==> config.mk <==
export PLATFORM = sky130hd
export DESIGN_NAME = periodic_interval_timer_bank_flat
export DESIGN_NICKNAME = d
export VERILOG_FILES = /design/src/rtl/core/pitb_pkg.sv /design/src/rtl/core/pitb_if.sv /design/src/rtl/core/pitb_ctrl.sv /design/src/rtl/core/pitb_dp.sv /design/src/rtl/core/periodic_interval_timer_bank.sv /design/src/flat_wrapper.sv
export SDC_FILE = /design/constraint.sdc
export NUM_CORES = 1
export LEC_CHECK = 0
export ABC_AREA = 1
export BUFFER_PORTS_ARGS = -buffer_cell sky130_fd_sc_hd__buf_2
export CORE_ASPECT_RATIO = 0.8
export CORE_MARGIN = 2
export CORE_UTILIZATION = 56
export DETAILED_ROUTE_END_ITERATION = 12
export MAX_ROUTING_LAYER = met4
export PLACE_DENSITY = 0.86
export SLEW_MARGIN = 0
export SYNTH_ARGS = -nofsm -noshare
export SYNTH_HDL_FRONTEND = slang
export SYNTH_SLANG_ARGS = --single-unit
==> constraint.sdc <==
create_clock -name clk_i -period 6 [get_ports clk_i]
set_clock_uncertainty 0.15 [all_clocks]
set_input_delay 0.3 -clock clk_i [delete_from_list [all_inputs] [get_ports clk_i]]
set_output_delay 0.3 -clock clk_i [all_outputs]
set_load 0.005 [all_outputs]
==> src/rtl/core/pitb_pkg.sv <==
// Shared types and constants of the periodic interval timer bank.
package pitb_pkg;

  localparam int unsigned NumSlotsDef = 4;
  localparam int unsigned KindW       = 2;
  localparam int unsigned TimeW       = 48;
  localparam int unsigned PeriodW     = 24;
  localparam int unsigned TagW        = 16;
  localparam int unsigned SlotW       = 2;
  localparam int unsigned StatusW     = 2;

  typedef enum logic [KindW-1:0] {
    KIND_TICK  = 2'd0,
    KIND_SET   = 2'd1,
    KIND_CLEAR = 2'd2
  } kind_e;

  typedef enum logic [StatusW-1:0] {
    ST_ACCEPT = 2'd0,
    ST_REFUSE = 2'd1,
    ST_FIRED  = 2'd2
  } status_e;

  typedef enum logic [1:0] {
    S_IDLE,
    S_SCAN,
    S_SET,
    S_EMIT
  } state_e;

  typedef struct packed {
    logic take;
    logic scan;
    logic set;
    logic emit;
  } cmd_t;

  typedef struct packed {
    logic             in_valid;
    logic [KindW-1:0] in_kind;
    logic             scan_done;
    logic             due_any;
    logic             emit_last;
    logic             out_free;
  } sts_t;

endpackage

==> src/rtl/core/pitb_if.sv <==
// Word channels of the timer bank: request and result interfaces.
interface pitb_in_if;
  logic                             valid;
  logic                             ready;
  logic [pitb_pkg::KindW-1:0]       kind;
  logic [pitb_pkg::TimeW-1:0]       now_ms;
  logic [pitb_pkg::PeriodW-1:0]     period;
  logic [pitb_pkg::TagW-1:0]        tag;
  logic [pitb_pkg::SlotW-1:0]       slot;

  modport source (output valid, kind, now_ms, period, tag, slot, input ready);
  modport sink (input valid, kind, now_ms, period, tag, slot, output ready);
endinterface

interface pitb_out_if;
  logic                             valid;
  logic                             ready;
  logic [pitb_pkg::StatusW-1:0]     status;
  logic [pitb_pkg::SlotW-1:0]       slot_index;
  logic [pitb_pkg::TagW-1:0]        fired_tag;
  logic                             last;

  modport source (output valid, status, slot_index, fired_tag, last, input ready);
  modport sink (input valid, status, slot_index, fired_tag, last, output ready);
endinterface

==> src/rtl/core/pitb_ctrl.sv <==
// Controller state machine of the timer bank.
module pitb_ctrl (
  input  logic            clk_i,
  input  logic            rst_ni,
  input  pitb_pkg::sts_t  sts_i,
  output pitb_pkg::cmd_t  cmd_o
);

  pitb_pkg::state_e state_q, state_d;

  always_ff @(posedge clk_i or negedge rst_ni) begin
    if (!rst_ni) begin
      state_q <= pitb_pkg::S_IDLE;
    end else begin
      state_q <= state_d;
    end
  end

  always_comb begin
    state_d = state_q;
    cmd_o   = '0;
    unique case (state_q)
      pitb_pkg::S_IDLE: begin
        cmd_o.take = 1'b1;
        if (sts_i.in_valid) begin
          unique case (sts_i.in_kind)
            pitb_pkg::KIND_TICK: state_d = pitb_pkg::S_SCAN;
            pitb_pkg::KIND_SET:  state_d = pitb_pkg::S_SET;
            default:             state_d = pitb_pkg::S_IDLE;
          endcase
        end
      end
      pitb_pkg::S_SCAN: begin
        cmd_o.scan = 1'b1;
        if (sts_i.scan_done) begin
          state_d = sts_i.due_any ? pitb_pkg::S_EMIT : pitb_pkg::S_IDLE;
        end
      end
      pitb_pkg::S_SET: begin
        if (sts_i.out_free) begin
          cmd_o.set = 1'b1;
          state_d   = pitb_pkg::S_IDLE;
        end
      end
      pitb_pkg::S_EMIT: begin
        if (sts_i.out_free) begin
          cmd_o.emit = 1'b1;
          if (sts_i.emit_last) begin
            state_d = pitb_pkg::S_IDLE;
          end
        end
      end
      default: state_d = pitb_pkg::S_IDLE;
    endcase
  end

endmodule

==> src/rtl/core/pitb_dp.sv <==
// Datapath of the timer bank: slot registers, scan counter, due mask, result register.
module pitb_dp #(
  parameter int unsigned NUM_SLOTS = pitb_pkg::NumSlotsDef
) (
  input  logic            clk_i,
  input  logic            rst_ni,
  pitb_in_if.sink         in_i,
  pitb_out_if.source      out_o,
  input  pitb_pkg::cmd_t  cmd_i,
  output pitb_pkg::sts_t  sts_o
);

  localparam int unsigned IdxW = (NUM_SLOTS > 1) ? $clog2(NUM_SLOTS) : 1;

  logic [NUM_SLOTS-1:0]              busy_q;
  logic [pitb_pkg::PeriodW-1:0]      period_q   [NUM_SLOTS];
  logic [pitb_pkg::TagW-1:0]         tag_q      [NUM_SLOTS];
  logic [pitb_pkg::TimeW-1:0]        deadline_q [NUM_SLOTS];

  logic [pitb_pkg::TimeW-1:0]        now_q;
  logic [pitb_pkg::PeriodW-1:0]      req_period_q;
  logic [pitb_pkg::TagW-1:0]         req_tag_q;
  logic [IdxW-1:0]                   cnt_q;
  logic [NUM_SLOTS-1:0]              mask_q;

  logic                              out_valid_q;
  logic [pitb_pkg::StatusW-1:0]      out_status_q;
  logic [pitb_pkg::SlotW-1:0]        out_idx_q;
  logic [pitb_pkg::TagW-1:0]         out_tag_q;
  logic                              out_last_q;

  logic                              accept;
  logic                              due_now;
  logic                              free_any;
  logic [IdxW-1:0]                   free_idx;
  logic [IdxW-1:0]                   emit_idx;
  logic [NUM_SLOTS-1:0]              mask_rest;
  logic                              out_ld;

  assign accept  = cmd_i.take && in_i.valid;
  assign in_i.ready = cmd_i.take;
  assign due_now = busy_q[cnt_q] && (deadline_q[cnt_q] <= now_q);
  assign out_ld  = cmd_i.set || cmd_i.emit;

  // lowest free slot and lowest due slot
  always_comb begin
    free_any = 1'b0;
    free_idx = '0;
    emit_idx = '0;
    for (int i = NUM_SLOTS - 1; i >= 0; i--) begin
      if (!busy_q[i]) begin
        free_any = 1'b1;
        free_idx = IdxW'(i);
      end
      if (mask_q[i]) begin
        emit_idx = IdxW'(i);
      end
    end
  end

  assign mask_rest = mask_q & (mask_q - NUM_SLOTS'(1));

  assign sts_o.in_valid  = in_i.valid;
  assign sts_o.in_kind   = in_i.kind;
  assign sts_o.scan_done = (cnt_q == IdxW'(NUM_SLOTS - 1));
  assign sts_o.due_any   = (|mask_q) || due_now;
  assign sts_o.emit_last = (mask_rest == '0);
  assign sts_o.out_free  = !out_valid_q || out_o.ready;

  always_ff @(posedge clk_i or negedge rst_ni) begin
    if (!rst_ni) begin
      busy_q      <= '0;
      out_valid_q <= 1'b0;
      cnt_q       <= '0;
      mask_q      <= '0;
    end else begin
      if (accept) begin
        cnt_q  <= '0;
        mask_q <= '0;
        if ((in_i.kind == pitb_pkg::KIND_CLEAR) && (32'(in_i.slot) < NUM_SLOTS)) begin
          busy_q[IdxW'(in_i.slot)] <= 1'b0;
        end
      end
      if (cmd_i.scan) begin
        mask_q[cnt_q] <= due_now;
        cnt_q         <= cnt_q + IdxW'(1);
      end
      if (cmd_i.set && free_any) begin
        busy_q[free_idx] <= 1'b1;
      end
      if (cmd_i.emit) begin
        mask_q <= mask_rest;
      end
      if (out_ld) begin
        out_valid_q <= 1'b1;
      end else if (out_o.ready) begin
        out_valid_q <= 1'b0;
      end
    end
  end

  always_ff @(posedge clk_i) begin
    if (accept) begin
      now_q        <= in_i.now_ms;
      req_period_q <= in_i.period;
      req_tag_q    <= in_i.tag;
    end
    if (cmd_i.scan && due_now) begin
      deadline_q[cnt_q] <= deadline_q[cnt_q]
                           + pitb_pkg::TimeW'(period_q[cnt_q]);
    end
    if (cmd_i.set && free_any) begin
      period_q[free_idx]   <= req_period_q;
      tag_q[free_idx]      <= req_tag_q;
      deadline_q[free_idx] <= now_q + pitb_pkg::TimeW'(req_period_q);
    end
    if (cmd_i.set) begin
      out_status_q <= free_any ? pitb_pkg::ST_ACCEPT : pitb_pkg::ST_REFUSE;
      out_idx_q    <= free_any ? pitb_pkg::SlotW'(free_idx) : '0;
      out_tag_q    <= '0;
      out_last_q   <= 1'b1;
    end else if (cmd_i.emit) begin
      out_status_q <= pitb_pkg::ST_FIRED;
      out_idx_q    <= pitb_pkg::SlotW'(emit_idx);
      out_tag_q    <= tag_q[emit_idx];
      out_last_q   <= (mask_rest == '0);
    end
  end

  assign out_o.valid      = out_valid_q;
  assign out_o.status     = out_status_q;
  assign out_o.slot_index = out_idx_q;
  assign out_o.fired_tag  = out_tag_q;
  assign out_o.last       = out_last_q;

endmodule

==> src/rtl/core/periodic_interval_timer_bank.sv <==
// Top level of the periodic interval timer bank.
// Usage:
//   in_i carries one request word: kind selects tick, set or clear. A set
//   claims the lowest free slot and answers with one word (accepted slot or
//   refusal). A clear frees a slot and answers nothing. A tick with the
//   current time yields one word per due slot, in slot order, last marked.
//   out_o carries result words from a single output register.
// Sequence:
//   clear: no result. set: the request is registered; the result word is
//   loaded in S_SET once the output register is free. tick: the request is
//   taken, all NUM_SLOTS slots are scanned (one deadline compare and update per
//   cycle), each fired word waits for a free output; no word when nothing is due.
//   Requests are taken one at a time, only while the controller is idle.
// Reset:
//   All slots free, controller idle, no result pending.
// Stall:
//   A stalled result word holds; the next set or fired word waits for the
//   output register to empty, and no new request is taken meanwhile.
module periodic_interval_timer_bank #(
  parameter int unsigned NUM_SLOTS = pitb_pkg::NumSlotsDef
) (
  input  logic        clk_i,
  input  logic        rst_ni,
  pitb_in_if.sink     in_i,
  pitb_out_if.source  out_o
);

  pitb_pkg::cmd_t cmd;
  pitb_pkg::sts_t sts;

  pitb_ctrl u_ctrl (
    .clk_i  (clk_i),
    .rst_ni (rst_ni),
    .sts_i  (sts),
    .cmd_o  (cmd)
  );

  pitb_dp #(
    .NUM_SLOTS (NUM_SLOTS)
  ) u_dp (
    .clk_i  (clk_i),
    .rst_ni (rst_ni),
    .in_i   (in_i),
    .out_o  (out_o),
    .cmd_i  (cmd),
    .sts_o  (sts)
  );

endmodule
==> src/flat_wrapper.sv <==
// flat-port wrapper written by rule: the top's interface ports become plain ports
module periodic_interval_timer_bank_flat 
#(
  parameter int unsigned NUM_SLOTS = pitb_pkg::NumSlotsDef
)
  (clk_i, rst_ni, in_i_valid, in_i_kind, in_i_now_ms, in_i_period, in_i_tag, in_i_slot, in_i_ready, out_o_valid, out_o_status, out_o_slot_index, out_o_fired_tag, out_o_last, out_o_ready);
  pitb_in_if in_i_i ();
  pitb_out_if out_o_i ();
  input  logic clk_i;
  input  logic rst_ni;
  input wire logic [$bits(in_i_i.valid)-1:0] in_i_valid;
  input wire logic [$bits(in_i_i.kind)-1:0] in_i_kind;
  input wire logic [$bits(in_i_i.now_ms)-1:0] in_i_now_ms;
  input wire logic [$bits(in_i_i.period)-1:0] in_i_period;
  input wire logic [$bits(in_i_i.tag)-1:0] in_i_tag;
  input wire logic [$bits(in_i_i.slot)-1:0] in_i_slot;
  output wire logic [$bits(in_i_i.ready)-1:0] in_i_ready;
  output wire logic [$bits(out_o_i.valid)-1:0] out_o_valid;
  output wire logic [$bits(out_o_i.status)-1:0] out_o_status;
  output wire logic [$bits(out_o_i.slot_index)-1:0] out_o_slot_index;
  output wire logic [$bits(out_o_i.fired_tag)-1:0] out_o_fired_tag;
  output wire logic [$bits(out_o_i.last)-1:0] out_o_last;
  input wire logic [$bits(out_o_i.ready)-1:0] out_o_ready;
  assign in_i_i.valid = in_i_valid;
  assign in_i_i.kind = in_i_kind;
  assign in_i_i.now_ms = in_i_now_ms;
  assign in_i_i.period = in_i_period;
  assign in_i_i.tag = in_i_tag;
  assign in_i_i.slot = in_i_slot;
  assign in_i_ready = in_i_i.ready;
  assign out_o_valid = out_o_i.valid;
  assign out_o_status = out_o_i.status;
  assign out_o_slot_index = out_o_i.slot_index;
  assign out_o_fired_tag = out_o_i.fired_tag;
  assign out_o_last = out_o_i.last;
  assign out_o_i.ready = out_o_ready;
  periodic_interval_timer_bank #(.NUM_SLOTS(NUM_SLOTS)) u_core (.clk_i(clk_i), .rst_ni(rst_ni), .in_i(in_i_i), .out_o(out_o_i));
endmodule
### Yosys cells after proc, flatten, opt, wreduce, memory -nomap -nowiden

Memory sizes are Yosys's and may differ from the RTL's. A register that Yosys moved wholly into a read port is not among the register bits.
Cells that the tools add are included.

| word-level totals | value |
|---|---|
| flip-flop bits (word level) | 106 |
| bits in writable memories | 352 |
| output and inout bits | 23 |
| memories | 3 |

Memories:

| memory | depth | bits a word | read ports | clocked after memory_dff | wr ports | line | text |
|---|---|---|---|---|---|---|---|
| u_core.u_dp.deadline_q | 4 | 48 | 1 | 0 | 1 | pitb_dp.sv:18 | `logic [pitb_pkg::TimeW-1:0] deadline_q [NUM_SLOTS];` |
| u_core.u_dp.period_q | 4 | 24 | 1 | 0 | 1 | pitb_dp.sv:16 | `logic [pitb_pkg::PeriodW-1:0] period_q [NUM_SLOTS];` |
| u_core.u_dp.tag_q | 4 | 16 | 1 | 1 | 1 | pitb_dp.sv:17 | `logic [pitb_pkg::TagW-1:0] tag_q [NUM_SLOTS];` |

| operators by class | value |
|---|---|
| $add $sub $neg | 4 |
| order comparisons | 7 |
| eq/ne operators | 11 |
| multiplexer cells | 57 |
| bitwise logic cells | 4 |
| reduce and logical (&&, ||, !) cells | 20 |

Operators by type and width:

| operator | count |
|---|---|
| 48-bit by 24-bit adder with 48-bit output | 2 |
| 48-bit less-or-equal comparator | 1 |
| 48-bit two-way mux | 1 |
| 48-bit OR reduction | 1 |
| 2-bit two-way mux | 22 |
| 4-bit two-way mux | 6 |
| 1-bit two-way mux | 21 |
| 2-bit by 3-bit < comparator with 1-bit output (second input constant) | 3 |
| 4-bit AND | 2 |
| 2-bit == test (second input constant) | 4 |
| 2-bit by 1-bit inequality test with 1-bit output (second input constant) | 4 |
| 2-bit case mux with 4 select lines | 1 |
| 1-bit logical AND | 7 |
| 1-bit demux with 2-bit select | 3 |
| 2-bit by 1-bit >= comparator with 1-bit output (second input constant) | 3 |
| 2-bit nonzero test | 3 |
| 5-bit AND reduction | 1 |
| 4-bit bitwise mux | 1 |
| 2-bit by 1-bit == test with 1-bit output (second input constant) | 2 |
| 2-bit zero test | 2 |
| 4-bit zero test | 1 |
| 4-bit NOT | 1 |
| 4-bit bitwise OR | 1 |
| 2-bit case mux with 2 select lines | 1 |
| other kinds (7) | 9 |

### Longest topological paths before layout

| depth | value |
|---|---|
| word-level depth | 10 |
| depth in mapped cells | 26 |
| mapped depth without buffers | 21 |

### By module

From an unflattened synthesis, not the netlist that was laid out.

| second synthesis, totals | value |
|---|---|
| cell total of the unflattened synthesis | 2890 |
| area total of the unflattened synthesis | 25762.2 um^2 |

By module, submodules not included:

| module | instances | cells each | area each (um^2) | seq. area each (um^2) |
|---|---|---|---|---|
| pitb_dp | 1 | 2861 | 25604.6 | 13948.4 |
| pitb_ctrl | 1 | 29 | 157.7 | 50.0 |

### Worst setup path before layout

Ideal clock, no wire load.

| timing path | value |
|---|---|
| path kind | flip-flop to flip-flop |
| start point | register u_core.u_dp.cnt_q[0] |
| end point | memory u_core.u_dp.deadline_q[2][0] (netlist bit), enable pin |
| arrival time | 5.095 ns |
| required time | 5.380 ns |
| slack | 0.285 ns |
| cell stages (with the launch flop) | 23 |
| clock period less this slack | 5.715 ns |
| cell sequence | dfrtp_1 -> buf_6 -> inv_6 -> buf_8 -> buf_6 -> buf_2 -> buf_1 -> nor2_1 -> o22ai_1 -> ha_1 -> nand2_1 -> nand2_1 -> nand2_1 -> nand2_1 -> nand2_1 -> nand2_1 -> nand2_1 -> nand2_1 -> nand2_1 -> nand3_1 -> nand2_1 -> nand3_1 -> a21oi_1 |

| on the way | value |
|---|---|
| longest elaborated chain between the ends | 7 |

Ends and longest elaborated chain:

| what | line | text |
|---|---|---|
| start, declared | pitb_dp.sv:23 | `logic [IdxW-1:0] cnt_q;` |
| start signal, assigned | pitb_dp.sv:86 | `cnt_q <= cnt_q + IdxW'(1);` |
| memory 4 x 48 bit or 1-bit binary-select mux with 2-bit select (tied branches) | -- |  |
| 48-bit less-or-equal comparator or 1-bit two-way mux (tied branches) | pitb_dp.sv:42 | `assign due_now = busy_q[cnt_q] && (deadline_q[cnt_q] <= now_q);` |
| 1-bit logical AND | pitb_dp.sv:42 |  |
| 1-bit logical AND | pitb_dp.sv:108 | `if (cmd_i.scan && due_now) begin` |
| 1-bit two-way mux | pitb_dp.sv:108 |  |
| 1-bit two-way mux (not written as such) | pitb_dp.sv:109 | `deadline_q[cnt_q] <= deadline_q[cnt_q]` |
| 1-bit two-way mux (no source line) | -- |  |
| end, declared | pitb_dp.sv:18 |  |

Several ways; a longest one is shown, not always the timed one. The select of a mux whose other input is x is not followed.

### Worst setup path after layout

| timing path | value |
|---|---|
| start point | register u_core.u_dp.cnt_q[1] |
| end point | memory u_core.u_dp.deadline_q[2][21] (netlist bit), enable pin |

The elaborated chain is that of the path after synthesis.

==> summary.txt <==
Yosys
  – Top cells by area, synth: edfxtp_1 (57%), nand2_1 (7.4%), ha_1 (5.3%), o21ai_0 (4.9%), nor2_1 (4.4%)
  – Asr flop ratio synth: 2.74%
  – Unique masters post-synth: 52
  – Post-synth top flop: edfxtp_1
  – Syn. warnings: 0
  – Sequential fraction of the synthesis area: 59.5%
  – Post-synth top area cell: edfxtp_1
  – Register bit total from synthesis: 474
  – Mapped Cells: 2356
  – Mean Syn Cell Area: 9.98 sq um
  – Synth Cell Area: 23500 sq um
  – Synth top area share: 56.7%
  – Syn_nets: 2554
  – EDFF count, synth: 444

Placed design
  – Dpl hpwl: 45.8 mm
  – GP Congestion: 1.00
  – Port bufs: 118

Power
  – Clock Power Share: 17.1%
  – Max VDD drop: 322 uV
  – Pwr Density: 619 nW/um^2
  – Tot Pwr: 0.0168 W
  – Flop pwr share: 33.3%
  – Sw frac: 45.6%
  – Static leakage: 10.6 nW
  – Int Power: 0.00916 W
  – Combinational power share: 49.6%
  – Net Sw Power: 0.00768 W

Clock network
  – Post-CTS Setup Repair Bufs: 0
  – Clock latency on the worst-skew pair: 630 ps
  – TritonCTS clock tree: done
  – CTS clk-pin slew, worst paths: 60 ps
  – Inserted Clock Buffers: 46
  – CTS Root Cell: clkbuf_16
  – Max clock buf depth: 3
  – Max H-tree Level: 2
  – Clk sinks: 474

Min path
  – Hold Path Class: in -> reg
  – Worst Hold Launch: in_i_kind[1]

Route
  – Vias post-DR: 19000
  – Drt first-iter violations: 2393
  – WL per Instance: 21.7 um
  – Drt pass-1 iters: 6
  – Post-Route WL: 68.5 mm
  – Detail Route Antenna Nets: 0
  – Avg Vias per Cell: 6.02
  – DR DRC count: 0

Timing
  – Worst-margin pin slew: 1170 ps
  – Final setup vio count: 0
  – Unrepaired setup endpoints after global routing: false
  – Final max-slew violation count: 0
  – Endpoints failing hold: 0
  – Fmax: 195 MHz
  – Final Critical Period: 5140 ps
  – Setup TNS: 0 ps
  – Final period utilization: 85.6%
  – Slew headroom: 22.0%

Cells and area
  – Share of cells above drive strength 1: 11.0%
  – Final nets: 2765
  – Area Overhead vs Synth: 15.7%
  – Fin util: 65.3%

Worst setup path
  – FF-to-FF setup slack: 860 ps
  – CP endpoint kind: flip-flop
  – Worst Setup EP: u_core.u_dp.deadline_q[2][21]$_DFFE_PP_
  – FF-to-FF End: u_core.u_dp.deadline_q[2][21]$_DFFE_PP_
  – Worst-path fanout max: 53
  – CP required: 6140 ps
  – RR Startpoint: u_core.u_dp.cnt_q[1]$_DFFE_PN0P_
  – Crit path DAT: 5280 ps
  – Crit path from: u_core.u_dp.cnt_q[1]$_DFFE_PN0P_
  – Critical path startpoint category: flip-flop
  – R2R depth: 18
  – Crit Path Category: reg -> reg

GRT
  – Vias in the first global route: 18300
  – Initial antenna violation count: 1
  – Largest net degree at the start of global routing: 156
  – GRT Resource Usage Total: 32.5%
  – Grt ovf: 0
  – First-pass GRT wire length: 104 mm

Floorplanning
  – Chip Width: 233 um
  – Top-level port count: 119
  – Die Area: 43600 sq um
  – Initial Util: 56.4%
  – Core footprint: 41700 sq um
  – Die H: 187 um
  – Rows: 67

Outcome
  – Status: completed

Job
  – Max-Cap Viols: 0
## power groups by stage
stage	combinational [W]	sequential, W	clock [W]
floorplan	0.00547	0.00555	0
global placement	0.00762	0.00560	0
detailed placement	0.00791	0.00565	0
CTS	0.00806	0.00559	0.00288
global route	0.00915	0.00567	0.00301
finish	0.00835	0.00561	0.00288
## per-stage QoR
| step | cells | cell area, sq um | hold slack (ps) | worst slack [ps] |
|---|---|---|---|---|
| 3_5_place_dp | 2974 | 24700 | 66.5 | 1030 |
| 3_3_place_gp | 2974 | 24700 | 66.6 | 1110 |
| 6_report | 3158 | 27200 | 21.2 | 862 |
| 4_1_cts | 3157 | 27200 | 6.82 | 940 |
| 2_1_floorplan | 2356 | 23500 | -146 | 285 |
| 5_1_grt | 3158 | 27200 | 70.4 | 569 |
## layout by cell type, fill, tap and decap left out, types with 58 or more instances in the layout
master	instances
nand2_1	461
edfxtp_1	444
nor2_1	272
o21ai_0	231
inv_1	201
a21oi_1	135
nand3_1	122
buf_2	118
ha_1	100
dlygate4sd3_1	97
o22ai_1	58
## Yosys cell counts (10+ instances only)
cell	number
nor2_2	10
edfxtp_1	444
nor2_1	276
nand2_1	461
inv_2	13
a22o_1	12
nand3_1	122
nand4_1	15
a21oi_1	139
ha_1	100
buf_2	16
nor3_1	27
dfrtp_1	13
inv_1	202
nand2_2	22
o21ai_0	231
dfxtp_1	17
o22ai_1	58
clkbuf_1	36
o21ai_1	30
xor2_1	18
## final cells by class
cell class	count	area, sq um
fillers	3043	14500
flip-flops and latches	474	14000
multi-input cells	1591	8360
repair buffers	235	1790
clock buffers	55	1220
inverters	219	832
well taps	552	691
clock inverters	31	289
diodes	1	2.50
## timing repair
action,4_1_cts,5_1_grt
resized for setup,0,0
hold buffers,97,0
hold endpoints to repair,108,0
## sequential cells by signal, summed over array words and instances, names as in the netlist
name / flops
u_core.u_dp.out_o.fired_tag: 16
u_core.u_dp.out_o.valid: 1
u_core.u_dp.tag_q: 64
u_core.u_dp.now_q: 48
u_core.u_dp.cnt_q: 2
u_core.u_dp.mask_q: 4
u_core.u_dp.period_q: 96
u_core.u_ctrl.state_q: 2
u_core.u_dp.req_tag_q: 16
u_core.u_dp.out_o.last: 1
u_core.u_dp.deadline_q: 192
u_core.u_dp.req_period_q: 24
u_core.u_dp.busy_q: 4
u_core.u_dp.out_o.slot_index: 2
u_core.u_dp.out_o.status: 2
## worst min path at each step
stage,to,depth (start not counted)
floorplan,u_core.u_ctrl.state_q[0]$_DFFE_PN0P_,0
global placement,u_core.u_dp.out_o.valid$_DFFE_PN0P_,1
detailed placement,u_core.u_dp.out_o.valid$_DFFE_PN0P_,1
CTS,u_core.u_ctrl.state_q[0]$_DFFE_PN0P_,6
global route,u_core.u_ctrl.state_q[0]$_DFFE_PN0P_,6
finish,u_core.u_ctrl.state_q[0]$_DFFE_PN0P_,6
## critical path, stage by stage (launching register included)
cell and delay (ps):
dfrtp_2 680, inv_4 590, o21ai_0 260, o22ai_1 500, ha_1 360, nand2_1 80
nand2_1 60, nand2_1 50, nand2_1 50, nand2_1 70, nand2_1 70, nand2_1 80
nand2_1 90, nand2_1 70, nand3_1 60, nand2_1 260, nand3_1 420, a21oi_4 590
buf_12 260
## cell families (layout without fill, tap and decap cells)
family                     after synthesis  count (layout)  synth area share, %
AOI/OAI and AO/OA                      510             510                 11.8
xor gates and xnor gates                21              21                0.782
adders and majority gates              102             102                 5.49
buffers and inverters                  291             540                 5.21
DFF                                    474             474                 59.5
muxes                                    1               1               0.0426
other                                    0               1                    0
and+or+nand+nor                        957             957                 17.1
## routing by layer
| layer | GRT usage (%) | share of wire, % | wire (um) |
|---|---|---|---|
| met5 | - | 0 | 0 |
| met4 | 9.31 | 2.6 | 1790 |
| met3 | 5.56 | 11 | 7490 |
| met2 | 49.9 | 47 | 31900 |
| met1 | 44.6 | 40 | 27300 |
No activity file was read; power rests on OpenSTA's default activity.
